==> config.mk <==
export PLATFORM = sky130hd
export DESIGN_NAME = cross_entropy_loss_and_gradient_unit
export DESIGN_NICKNAME = d
export VERILOG_FILES = /design/src/rtl/core/cel_pkg.sv /design/src/rtl/core/cross_entropy_loss_and_gradient_unit.sv /design/src/rtl/core/cel_ctrl.sv /design/src/rtl/core/cel_dp.sv
export SDC_FILE = /design/constraint.sdc
export NUM_CORES = 2
export LEC_CHECK = 0
export BUFFER_PORTS_ARGS = -buffer_cell sky130_fd_sc_hd__buf_2
export CORE_ASPECT_RATIO = 0.9
export CORE_UTILIZATION = 45
export CTS_CLUSTER_DIAMETER = 50
export CTS_CLUSTER_SIZE = 20
export DETAILED_ROUTE_END_ITERATION = 7
export PLACE_DENSITY = 0.67
export SLEW_MARGIN = 20
export SYNTH_ARGS = -nofsm -noshare
export SYNTH_HDL_FRONTEND = slang
export SYNTH_HIERARCHICAL = 1
export SYNTH_SLANG_ARGS = --single-unit
export TNS_END_PERCENT = 1
==> constraint.sdc <==
create_clock -name clk -period 26.9 [get_ports clk]
set_input_delay 2.69 -clock clk [delete_from_list [all_inputs] [get_ports clk]]
set_output_delay 2.69 -clock clk [all_outputs]
set_load 0.05 [all_outputs]
==> src/rtl/core/cel_pkg.sv <==
// ----------------------------------------------------------------------------
// cel_pkg: shared types and constants
// Payload structs, controller command and status, and fixed widths.
// ----------------------------------------------------------------------------
`default_nettype none

package cel_pkg;

  localparam int unsigned MAX_CLASSES = 1024;
  localparam int unsigned MAX_OBS     = 65536;
  localparam int unsigned NC_W        = 11;
  localparam int unsigned OBS_W       = 17;
  localparam int unsigned SUM_W       = 40;
  localparam int unsigned DVD_W       = 41;
  localparam int unsigned DIV_STEPS   = 41;
  localparam int unsigned LOG_STEPS   = 24;
  localparam logic [31:0] LN2_Q32     = 32'd2977044472;

  typedef struct packed {
    logic [15:0] prob;
    logic [9:0]  true_class;
    logic        end_of_batch;
  } in_t;

  typedef struct packed {
    logic signed [31:0] grad;
    logic               loss_valid;
    logic [23:0]        mean_loss;
    logic               bad_label;
  } out_t;

  typedef struct packed {
    logic load;
    logic div_step;
    logic grad_ld;
    logic log_step;
    logic mul;
    logic rnd;
    logic acc;
    logic mean_ld;
    logic out_ld;
  } cmd_t;

  typedef struct packed {
    logic hit;
    logic pzero;
    logic eob;
    logic div_done;
    logic log_done;
    logic out_free;
  } sts_t;

endpackage

`default_nettype wire

==> src/rtl/core/cross_entropy_loss_and_gradient_unit.sv <==
// ----------------------------------------------------------------------------
// cross_entropy_loss_and_gradient_unit: cross-entropy loss and gradient
// One gradient beat per probability beat; mean loss on the batch end beat.
// ----------------------------------------------------------------------------
//  Channel  Direction  Handshake          Payload
//  in_      input      in_valid/in_stall  in_t (prob, true_class, end_of_batch)
//  out_     output     out_valid/out_stall out_t (grad, loss_valid, mean_loss, bad_label)
//  cfg_     input      cfg_we             num_classes
//
//  A label beat with nonzero probability passes through the 41-step shared divider
//  and the 24-step log squaring loop; a beat off the label row skips both.
//  A batch end beat adds the mean division in the same divider.
//  Synchronous active-low reset clears the batch state and num_classes to 10.
//  A stalled result sits in the output register while the next beat is taken.
`default_nettype none

module cross_entropy_loss_and_gradient_unit import cel_pkg::*; (
  input  wire logic            clk,
  input  wire logic            rst_n,
  input  wire logic            in_valid,
  output logic                 in_stall,
  input  wire in_t             in_data,
  output logic                 out_valid,
  input  wire logic            out_stall,
  output out_t                 out_data,
  input  wire logic            cfg_we,
  input  wire logic [NC_W-1:0] cfg_wdata
);

  cmd_t cmd;
  sts_t sts;

  cel_ctrl u_ctrl (
    .clk      (clk),
    .rst_n    (rst_n),
    .in_valid (in_valid),
    .in_stall (in_stall),
    .sts      (sts),
    .cmd      (cmd)
  );

  cel_dp u_dp (
    .clk       (clk),
    .rst_n     (rst_n),
    .cfg_we    (cfg_we),
    .cfg_wdata (cfg_wdata),
    .in_data   (in_data),
    .cmd       (cmd),
    .sts       (sts),
    .out_valid (out_valid),
    .out_stall (out_stall),
    .out_data  (out_data)
  );

endmodule

`default_nettype wire

==> src/rtl/core/cel_ctrl.sv <==
// ----------------------------------------------------------------------------
// cel_ctrl: sequencing controller
// Steps one item through divide, log, multiply, accumulate and mean.
// ----------------------------------------------------------------------------
`default_nettype none

module cel_ctrl import cel_pkg::*; (
  input  wire logic clk,
  input  wire logic rst_n,
  input  wire logic in_valid,
  output logic      in_stall,
  input  wire sts_t sts,
  output cmd_t      cmd
);

  localparam logic [3:0] S_IDLE = 4'd0;
  localparam logic [3:0] S_DISP = 4'd1;
  localparam logic [3:0] S_RDIV = 4'd2;
  localparam logic [3:0] S_LOG  = 4'd3;
  localparam logic [3:0] S_MUL  = 4'd4;
  localparam logic [3:0] S_RND  = 4'd5;
  localparam logic [3:0] S_ACC  = 4'd6;
  localparam logic [3:0] S_MST  = 4'd7;
  localparam logic [3:0] S_MDIV = 4'd8;
  localparam logic [3:0] S_DONE = 4'd9;

  logic [3:0] state_r, state_nxt;

  assign in_stall = (state_r != S_IDLE);

  always_comb begin
    state_nxt = state_r;
    cmd = '0;
    case (state_r)
      S_IDLE: begin
        if (in_valid) begin
          cmd.load = 1'b1;
          state_nxt = S_DISP;
        end
      end
      S_DISP: begin
        if (sts.hit && !sts.pzero) state_nxt = S_RDIV;
        else if (sts.hit) state_nxt = S_ACC;
        else if (sts.eob) state_nxt = S_MST;
        else state_nxt = S_DONE;
      end
      S_RDIV: begin
        if (sts.div_done) begin
          cmd.grad_ld = 1'b1;
          state_nxt = S_LOG;
        end else begin
          cmd.div_step = 1'b1;
        end
      end
      S_LOG: begin
        if (sts.log_done) state_nxt = S_MUL;
        else cmd.log_step = 1'b1;
      end
      S_MUL: begin
        cmd.mul = 1'b1;
        state_nxt = S_RND;
      end
      S_RND: begin
        cmd.rnd = 1'b1;
        state_nxt = S_ACC;
      end
      S_ACC: begin
        cmd.acc = 1'b1;
        state_nxt = sts.eob ? S_MST : S_DONE;
      end
      S_MST: begin
        cmd.mean_ld = 1'b1;
        state_nxt = S_MDIV;
      end
      S_MDIV: begin
        if (sts.div_done) state_nxt = S_DONE;
        else cmd.div_step = 1'b1;
      end
      S_DONE: begin
        if (sts.out_free) begin
          cmd.out_ld = 1'b1;
          state_nxt = S_IDLE;
        end
      end
      default: state_nxt = S_IDLE;
    endcase
  end

  always_ff @(posedge clk) begin
    if (!rst_n) begin
      state_r <= S_IDLE;
    end else begin
      state_r <= state_nxt;
    end
  end

endmodule

`default_nettype wire

==> src/rtl/core/cel_dp.sv <==
// ----------------------------------------------------------------------------
// cel_dp: datapath
// Batch state, shared restoring divider, log2 squaring unit, output register.
// ----------------------------------------------------------------------------
`default_nettype none

module cel_dp import cel_pkg::*; (
  input  wire logic            clk,
  input  wire logic            rst_n,
  input  wire logic            cfg_we,
  input  wire logic [NC_W-1:0] cfg_wdata,
  input  wire in_t             in_data,
  input  wire cmd_t            cmd,
  output sts_t                 sts,
  output logic                 out_valid,
  input  wire logic            out_stall,
  output out_t                 out_data
);

  logic [NC_W-1:0]  nc_cfg_r;
  logic [9:0]       row_r;
  logic [SUM_W-1:0] sum_r;
  logic [OBS_W-1:0] obs_r;

  logic [15:0] prob_r;
  logic        hit_r, eob_r, bad_r;
  logic [31:0] grad_r;

  logic [DVD_W-1:0] dvd_r;
  logic [OBS_W-1:0] dvs_r;
  logic [OBS_W:0]   rem_r;
  logic [5:0]       dcnt_r;

  logic [31:0] x_r;
  logic [23:0] frac_r;
  logic [4:0]  lcnt_r;
  logic [3:0]  k_r;
  logic [60:0] prod_r;
  logic [23:0] term_r;

  logic        ov_r;
  out_t        out_r;

  logic [NC_W-1:0] nc;
  logic            bad, hit, col_end;
  logic [3:0]      k;
  logic [OBS_W:0]  rem_sh;
  logic            ge;
  logic [63:0]     sq;
  logic [32:0]     sqt;
  logic [28:0]     lval;
  logic [40:0]     sum_add;
  logic [DVD_W-1:0] mean_dvd;
  logic [23:0]     mean_sat;
  logic [31:0]     mag;

  always_comb begin
    nc = nc_cfg_r;
    if (nc_cfg_r < NC_W'(2)) nc = NC_W'(2);
    if (nc_cfg_r > NC_W'(MAX_CLASSES)) nc = NC_W'(MAX_CLASSES);
    bad = {1'b0, in_data.true_class} >= nc;
    hit = !bad && (row_r == in_data.true_class);
    col_end = in_data.end_of_batch || (({1'b0, row_r} + NC_W'(1)) >= nc);
    k = 4'd0;
    for (int i = 0; i < 16; i++) begin
      if (in_data.prob[i]) k = 4'(i);
    end
  end

  assign rem_sh = {rem_r[OBS_W-1:0], dvd_r[DVD_W-1]};
  assign ge     = rem_sh >= {1'b0, dvs_r};
  assign sq     = x_r * x_r;
  assign sqt    = sq[63:31];
  assign lval   = {(5'd16 - {1'b0, k_r}), 24'd0} - {5'd0, frac_r};
  assign sum_add = {1'b0, sum_r} + {17'd0, term_r};
  assign mean_dvd = {1'b0, sum_r} + {25'd0, obs_r[OBS_W-1:1]};
  assign mean_sat = (dvd_r > DVD_W'(24'hFFFFFF)) ? 24'hFFFFFF : dvd_r[23:0];
  assign mag = (dvd_r > DVD_W'(33'h80000000)) ? 32'h80000000 : dvd_r[31:0];

  always_ff @(posedge clk) begin
    if (!rst_n) begin
      nc_cfg_r <= NC_W'(10);
      row_r    <= '0;
      sum_r    <= '0;
      obs_r    <= '0;
      ov_r     <= 1'b0;
    end else begin
      if (cfg_we) nc_cfg_r <= cfg_wdata;
      if (cmd.load) begin
        if (col_end) begin
          row_r <= '0;
          if (obs_r < OBS_W'(MAX_OBS)) obs_r <= obs_r + OBS_W'(1);
        end else begin
          row_r <= row_r + 10'd1;
        end
      end
      if (cmd.acc) sum_r <= sum_add[40] ? {SUM_W{1'b1}} : sum_add[SUM_W-1:0];
      if (cmd.mean_ld) begin
        sum_r <= '0;
        obs_r <= '0;
      end
      if (cmd.out_ld) ov_r <= 1'b1;
      else if (!out_stall) ov_r <= 1'b0;
    end
  end

  always_ff @(posedge clk) begin
    if (cmd.load) begin
      prob_r <= in_data.prob;
      hit_r  <= hit;
      eob_r  <= in_data.end_of_batch;
      bad_r  <= bad;
      grad_r <= (hit && in_data.prob == 16'd0) ? 32'h80000000 : 32'd0;
      term_r <= 24'hFFFFFF;
      dvd_r  <= {8'd0, 1'b1, 16'd0, 1'b0, in_data.prob[15:1]};
      dvs_r  <= {1'b0, in_data.prob};
      rem_r  <= '0;
      dcnt_r <= '0;
      k_r    <= k;
      x_r    <= {16'd0, in_data.prob} << (5'd31 - {1'b0, k});
      frac_r <= '0;
      lcnt_r <= '0;
    end
    if (cmd.div_step) begin
      rem_r  <= ge ? (rem_sh - {1'b0, dvs_r}) : rem_sh;
      dvd_r  <= {dvd_r[DVD_W-2:0], ge};
      dcnt_r <= dcnt_r + 6'd1;
    end
    if (cmd.grad_ld) grad_r <= 32'd0 - mag;
    if (cmd.log_step) begin
      x_r    <= sqt[32] ? sqt[32:1] : sqt[31:0];
      frac_r <= {frac_r[22:0], sqt[32]};
      lcnt_r <= lcnt_r + 5'd1;
    end
    if (cmd.mul) prod_r <= lval * LN2_Q32;
    if (cmd.rnd) term_r <= {3'd0, 21'((prod_r + 61'(64'h8000000000)) >> 40)};
    if (cmd.mean_ld) begin
      dvd_r  <= mean_dvd;
      dvs_r  <= obs_r;
      rem_r  <= '0;
      dcnt_r <= '0;
    end
    if (cmd.out_ld) begin
      out_r.grad       <= grad_r;
      out_r.loss_valid <= eob_r;
      out_r.mean_loss  <= eob_r ? mean_sat : 24'd0;
      out_r.bad_label  <= bad_r;
    end
  end

  always_comb begin
    sts.hit      = hit_r;
    sts.pzero    = (prob_r == 16'd0);
    sts.eob      = eob_r;
    sts.div_done = (dcnt_r == 6'(DIV_STEPS));
    sts.log_done = (lcnt_r == 5'(LOG_STEPS));
    sts.out_free = !ov_r || !out_stall;
  end

  assign out_valid = ov_r;
  assign out_data  = out_r;

endmodule

`default_nettype wire

# ---- Word-level counts from Yosys, hierarchy flattened
# Cells that the tools add are included.
dict set report classes {
  add_sub_neg 13
  n_mul 2
  n_div 0
  magnitude_cmp 8
  eq_ne 18
  n_shift 1
  mux 68
  n_bitwise 1
  n_reduce_logical 23
}
# operator n
set op_table {}
lappend op_table {{32-bit two-way mux} 7}
lappend op_table {{41-bit two-way mux} 3}
lappend op_table {{17-bit two-way mux} 5}
lappend op_table {{24-bit two-way mux} 3}
lappend op_table {{32-bit by 32-bit multiplier with 64-bit output} 1}
lappend op_table {{4-bit two-way mux} 16}
lappend op_table {{61-bit by 40-bit adder with 61-bit output (second input constant)} 1}
lappend op_table {{29-bit by 29-bit multiplier with 58-bit output (second input constant)} 1}
lappend op_table {{21-bit two-way mux} 2}
lappend op_table {{40-bit by 16-bit adder with 41-bit output} 1}
lappend op_table {{40-bit by 24-bit adder with 41-bit output} 1}
lappend op_table {{41-bit by 24-bit > comparator with 1-bit output (second input constant)} 1}
lappend op_table {{41-bit by 32-bit > comparator with 1-bit output (second input constant)} 1}
lappend op_table {{40-bit two-way mux} 1}
lappend op_table {{4-bit one-hot mux with 10 select lines} 1}
lappend op_table {{16-bit logical NOT} 2}
lappend op_table {{16-bit by 5-bit left shift with 32-bit output} 1}
lappend op_table {{1-bit by 32-bit subtractor with 32-bit output (first input constant)} 1}
lappend op_table {{29-bit by 24-bit subtractor with 29-bit output} 1}
lappend op_table {{11-bit two-way mux} 2}
lappend op_table {{18-bit by 17-bit greater-or-equal comparator with 1-bit output} 1}
lappend op_table {{17-bit by 1-bit adder with 17-bit output (second input constant)} 1}
lappend op_table {{17-bit less-than comparator (second input constant)} 1}
lappend op_table {{1-bit two-way mux} 17}
lappend op_table {{other kinds (35)} 62}
dict set report totals {
  register_bits 418
  latchBits 0
  ramBits 0
  rom_bits 0
  wordCells 160
  memories 0
}

# ---- Logic depth before layout (Yosys ltp)
dict set report depth {
  depth_word 19
  mapped_depth 36
}

# ---- By module
# The synthesis kept the hierarchy.
# module instances cells_each area_per_inst_um2
set by_module_without_submodules {}
lappend by_module_without_submodules {cel_dp 1 6570 63379.5}
lappend by_module_without_submodules {cel_ctrl 1 62 465.4}

# ---- Least setup slack after synthesis
# OpenSTA, ideal clock, no wires.
dict set report synth_timing {
  kind {reg-to-reg}
  startpoint {register u_dp.frac_r[0]}
  endpoint {register u_dp.prod_r[55], data pin}
  setup_time_ns 0.272
  arrival_ns 9.151
  required_ns 26.628
  path_slack_ns 17.477
  path_stages_with_launch 34
  synth_period_minus_slack_ns 9.423
  path_cell_list {edfxtp_1 clkbuf_1 inv_1 ha_1 nand3_1 nor2_1 and2_1 clkbuf_1 nand2_1 nor3_1 xnor2_1 xnor2_1 ha_1 a21oi_1 inv_1 fa_1 fa_1 fa_1 fa_1 fa_1 fa_1 fa_1 ha_1 and3_1 nand4_1 a311oi_1 a2111oi_0 a211oi_1 nor2_1 o21ai_0 o41ai_1 o31ai_1 nor4bb_1 a211oi_1}
}
dict set report synth_between {
  elab_chain_len 2
}
# item line
set synth_lines {}
lappend synth_lines {{start: declaration} cel_dp.sv:35} ;# logic [23:0] frac_r;
lappend synth_lines {{start signal: assignment} cel_dp.sv:132} ;# frac_r <= {frac_r[22:0], sqt[32]};
lappend synth_lines {{29-bit by 24-bit subtractor with 29-bit output} cel_dp.sv:74} ;# assign lval = {(5'd16 - {1'b0, k_r}), 24'd0} - {5'd0, frac_r};
lappend synth_lines {{29-bit by 29-bit multiplier with 58-bit output} cel_dp.sv:135} ;# if (cmd.mul) prod_r <= lval * LN2_Q32;
lappend synth_lines {{end signal: assignment} cel_dp.sv:135}
lappend synth_lines {{end: declaration} cel_dp.sv:38} ;# logic [60:0] prod_r;
# No other way between the ends.
# A chain may end at the register's enable or synchronous reset.

# ---- Final worst setup path
dict set report layout_timing {
  startpoint {register u_dp.frac_r[0]}
  endpoint {register u_dp.prod_r[57], data pin}
}
# Same word-level chain as after synthesis.

==> out/metrics.yaml <==
dieArea_sq_um: 143000
syn-num-nets: 8469
floorplan.rows: 130
worstMarginPinSlew_ps: 1070
reg2reg_from: "u_dp/frac_r[0]$_SDFFCE_PN0P_"
arrival_ps: 11250
min-delay-start: "u_dp/grad_r[31]$_DFFE_PP_"
synthToLayoutAreaGrowth_pct: 6.66
drt_pass1_iterations: 5
htree_levels: 2
setup_viol: 0
max_freq_mhz: 91.7
viasPerCell: 5.30
clock_latency_ps: 650
synthArstFlopShare_pct: 0
cp_max_fo: 14
regArea_sq_um: 10400
start_kind: "flip-flop"
start_util_pct: 45.5
synth_seq_area_share_pct: 16.3
mostFrequentLayoutCells: "1606 x inv_1, 1091 x fa_1, 703 x ha_1"
first_global_vias: 47300
synthFlopType: "edfxtp_1"
clk_path_buf_depth: 3
post-route-util_pct: 48.6
cpPeakStageDelay_ps: 630
post_cts_buffers: 0
pin_count: 103
ff2ff_setup_slack_ps: 16000
slew_violations: 0
post-place-cells: 8427
critPathRequiredTime_ps: 27250
end_kind: "flip-flop"
nets: 8466
rr_endpoint: "u_dp/prod_r[57]$_DFFE_PP_"
drt_iter0_markers: 3216
cts-buffers-inserted: 47
drive_above_1_share_pct: 4.96
root_buffer: "clkbuf_16"
setup_tns_ps: 0
hold_viol_final: 0
antenna_found_initial: 7
synth_cells: 6632
avgRoutedWirePerCell_um: 19.1
nFillCells: 13000
vias: 45100
hold_depth: 0
rsz0062_at_grt: "no"
fin_skew_ps: 78.3
cts_resized: 0
io_buffers: 102
hpwlAfterDp_mm: 132
grt_pass1_wl_mm: 261
avgSynthCellArea_sq_um: 9.63
min_to: "u_dp/out_data[57]$_DFFE_PP_"
cts_hold_buf: 0
die_w_um: 399
grt_max_degree: 66
synth_area_sq_um: 63800
clk_pin_slew_ps: 70
period_needed_ps: 10900
multi_input_area_sq_um: 46600
ant_nets: 0
hp-class: "flip-flop to flip-flop"
gp_congestion: 0.932
final_cells: 8519
synth.distinct_cells: 96
final_common_cell: "inv_1"
clock_sinks: 382
drv_cap: 0
yosysWarnings: 6
synth-edff-count: 275
crit_top_cell: "fa_1"
grt_overflow: 0
drt-total-wl_mm: 163
status: "finished clean"
fp.dieH_um: 359
rr_worst_depth: 31
post-route-drc-count: 0
finalCritPeriodShare_pct: 40.5
slew_headroom_pct: 27.7
critPathSlowestCell: "edfxtp_1"
ys_seq_elements: 382
post-place-ws_ps: 15940
cts_tree: "yes"
core_area_sq_um: 140000
timing.final.ws_setup_ps: 16000
grtUsageTotal_pct: 23.1
worstSetupPathType: "flip-flop to flip-flop"
worst max-delay path by stage:
stage | startpoint | endpoint | slack [ps] | cells past startpoint
after floorplan | u_dp/frac_r[0]$_SDFFCE_PN0P_ | u_dp/prod_r[55]$_DFFE_PP_ | 17480 | 33
after global placement | u_dp/frac_r[0]$_SDFFCE_PN0P_ | u_dp/prod_r[57]$_DFFE_PP_ | 16240 | 31
after detailed placement | u_dp/frac_r[0]$_SDFFCE_PN0P_ | u_dp/prod_r[57]$_DFFE_PP_ | 15940 | 31
after CTS | u_dp/frac_r[0]$_SDFFCE_PN0P_ | u_dp/prod_r[57]$_DFFE_PP_ | 15960 | 31
after global routing | u_dp/frac_r[0]$_SDFFCE_PN0P_ | u_dp/prod_r[57]$_DFFE_PP_ | 15370 | 31
final | u_dp/frac_r[0]$_SDFFCE_PN0P_ | u_dp/prod_r[57]$_DFFE_PP_ | 16000 | 31
metrics by stage:
stage	hold slack [ps]	area, sq um
2_1_floorplan	400	63800
3_3_place_gp	404	66300
3_5_place_dp	405	66300
4_1_cts	418	68100
5_1_grt	425	68100
6_report	413	68100
Yosys cell counts, types with 7 or more instances:
cell	n	area (sq um)
edfxtp_1	275	8260
fa_1	1091	21800
o21ai_1	10	50.1
nand4_1	39	244
and2_1	214	1340
a21oi_1	222	1110
inv_1	1606	6030
mux2i_1	91	911
o22ai_1	7	43.8
and3_1	47	294
a21boi_0	18	135
nor2_1	232	871
o21a_1	41	308
a41oi_1	10	87.6
mux2_2	15	169
nor2b_1	47	294
o21bai_1	16	120
ha_1	703	8800
nand2_1	493	1850
a22o_1	16	140
dfxtp_1	107	2140
or2_2	11	68.8
a311oi_1	18	158
or3_1	26	163
clkbuf_1	199	747
a21boi_1	8	60.1
a31oi_1	40	250
nand3b_1	14	105
nor3_1	60	300
nand3_1	93	465
nor4_1	22	138
a211oi_1	42	315
xor2_1	141	1230
nand2b_1	24	150
o21ai_0	204	1020
and4_1	9	78.8
buf_1	10	37.5
o211ai_1	17	128
a21o_1	104	781
xnor2_1	151	1320
cell type report:
class	instances	share of cell area (%)
antenna	3	0.0110
clock buffer	48	1.75
multi-input combinational	4418	68.4
sequential	382	15.3
tap	1848	3.40
inverter	1611	8.88
clock inverter	40	0.799
timing repair buffer	169	1.49
critical path, delay by kind of cell (launching register included):
family,cells,cell delay (ps)
adder cells (fa/ha/maj),9,4060
AO/OA/AOI/OAI,8,2690
AND/OR/NAND/NOR,8,1870
buffers and inverters,4,730
flip-flops,1,630
XOR/XNOR,1,420
multiplexers,1,250
cells by family (layout without fill, tap and decap cells):
logic type | count (synthesis) | in the layout | synth area share, %
buffers and inverters | 1832 | 1868 | 10.9
adders and majority gates | 1794 | 1794 | 48.0
and+or+nand+nor | 1372 | 1372 | 10.6
AOI/OAI and AO/OA | 853 | 853 | 8.55
DFF | 382 | 382 | 16.3
xor gates and xnor gates | 292 | 292 | 4.01
muxes | 107 | 107 | 1.73
other | 0 | 3 | 0
state kept, by name, indices dropped and copies added, names as in the netlist, 22 cells and up:
register and flops:
u_dp/dvd_r 41, u_dp/out_data 58, u_dp/frac_r 24, u_dp/grad_r 32, u_dp/x_r 32, u_dp/sum_r 40, u_dp/prod_r 22, u_dp/term_r 22
routing by layer:
metal | wire, um | GRT usage [%] | part of all wire [%]
met5 | 24 | 0 | 0.015
met2 | 75500 | 37.4 | 46
met4 | 4220 | 5.93 | 2.6
met3 | 10600 | 3.22 | 6.5
met1 | 72500 | 32.6 | 45
Power is not shown: default switching activity piles up to over one toggle a cycle in this logic, so the estimate is an artifact.
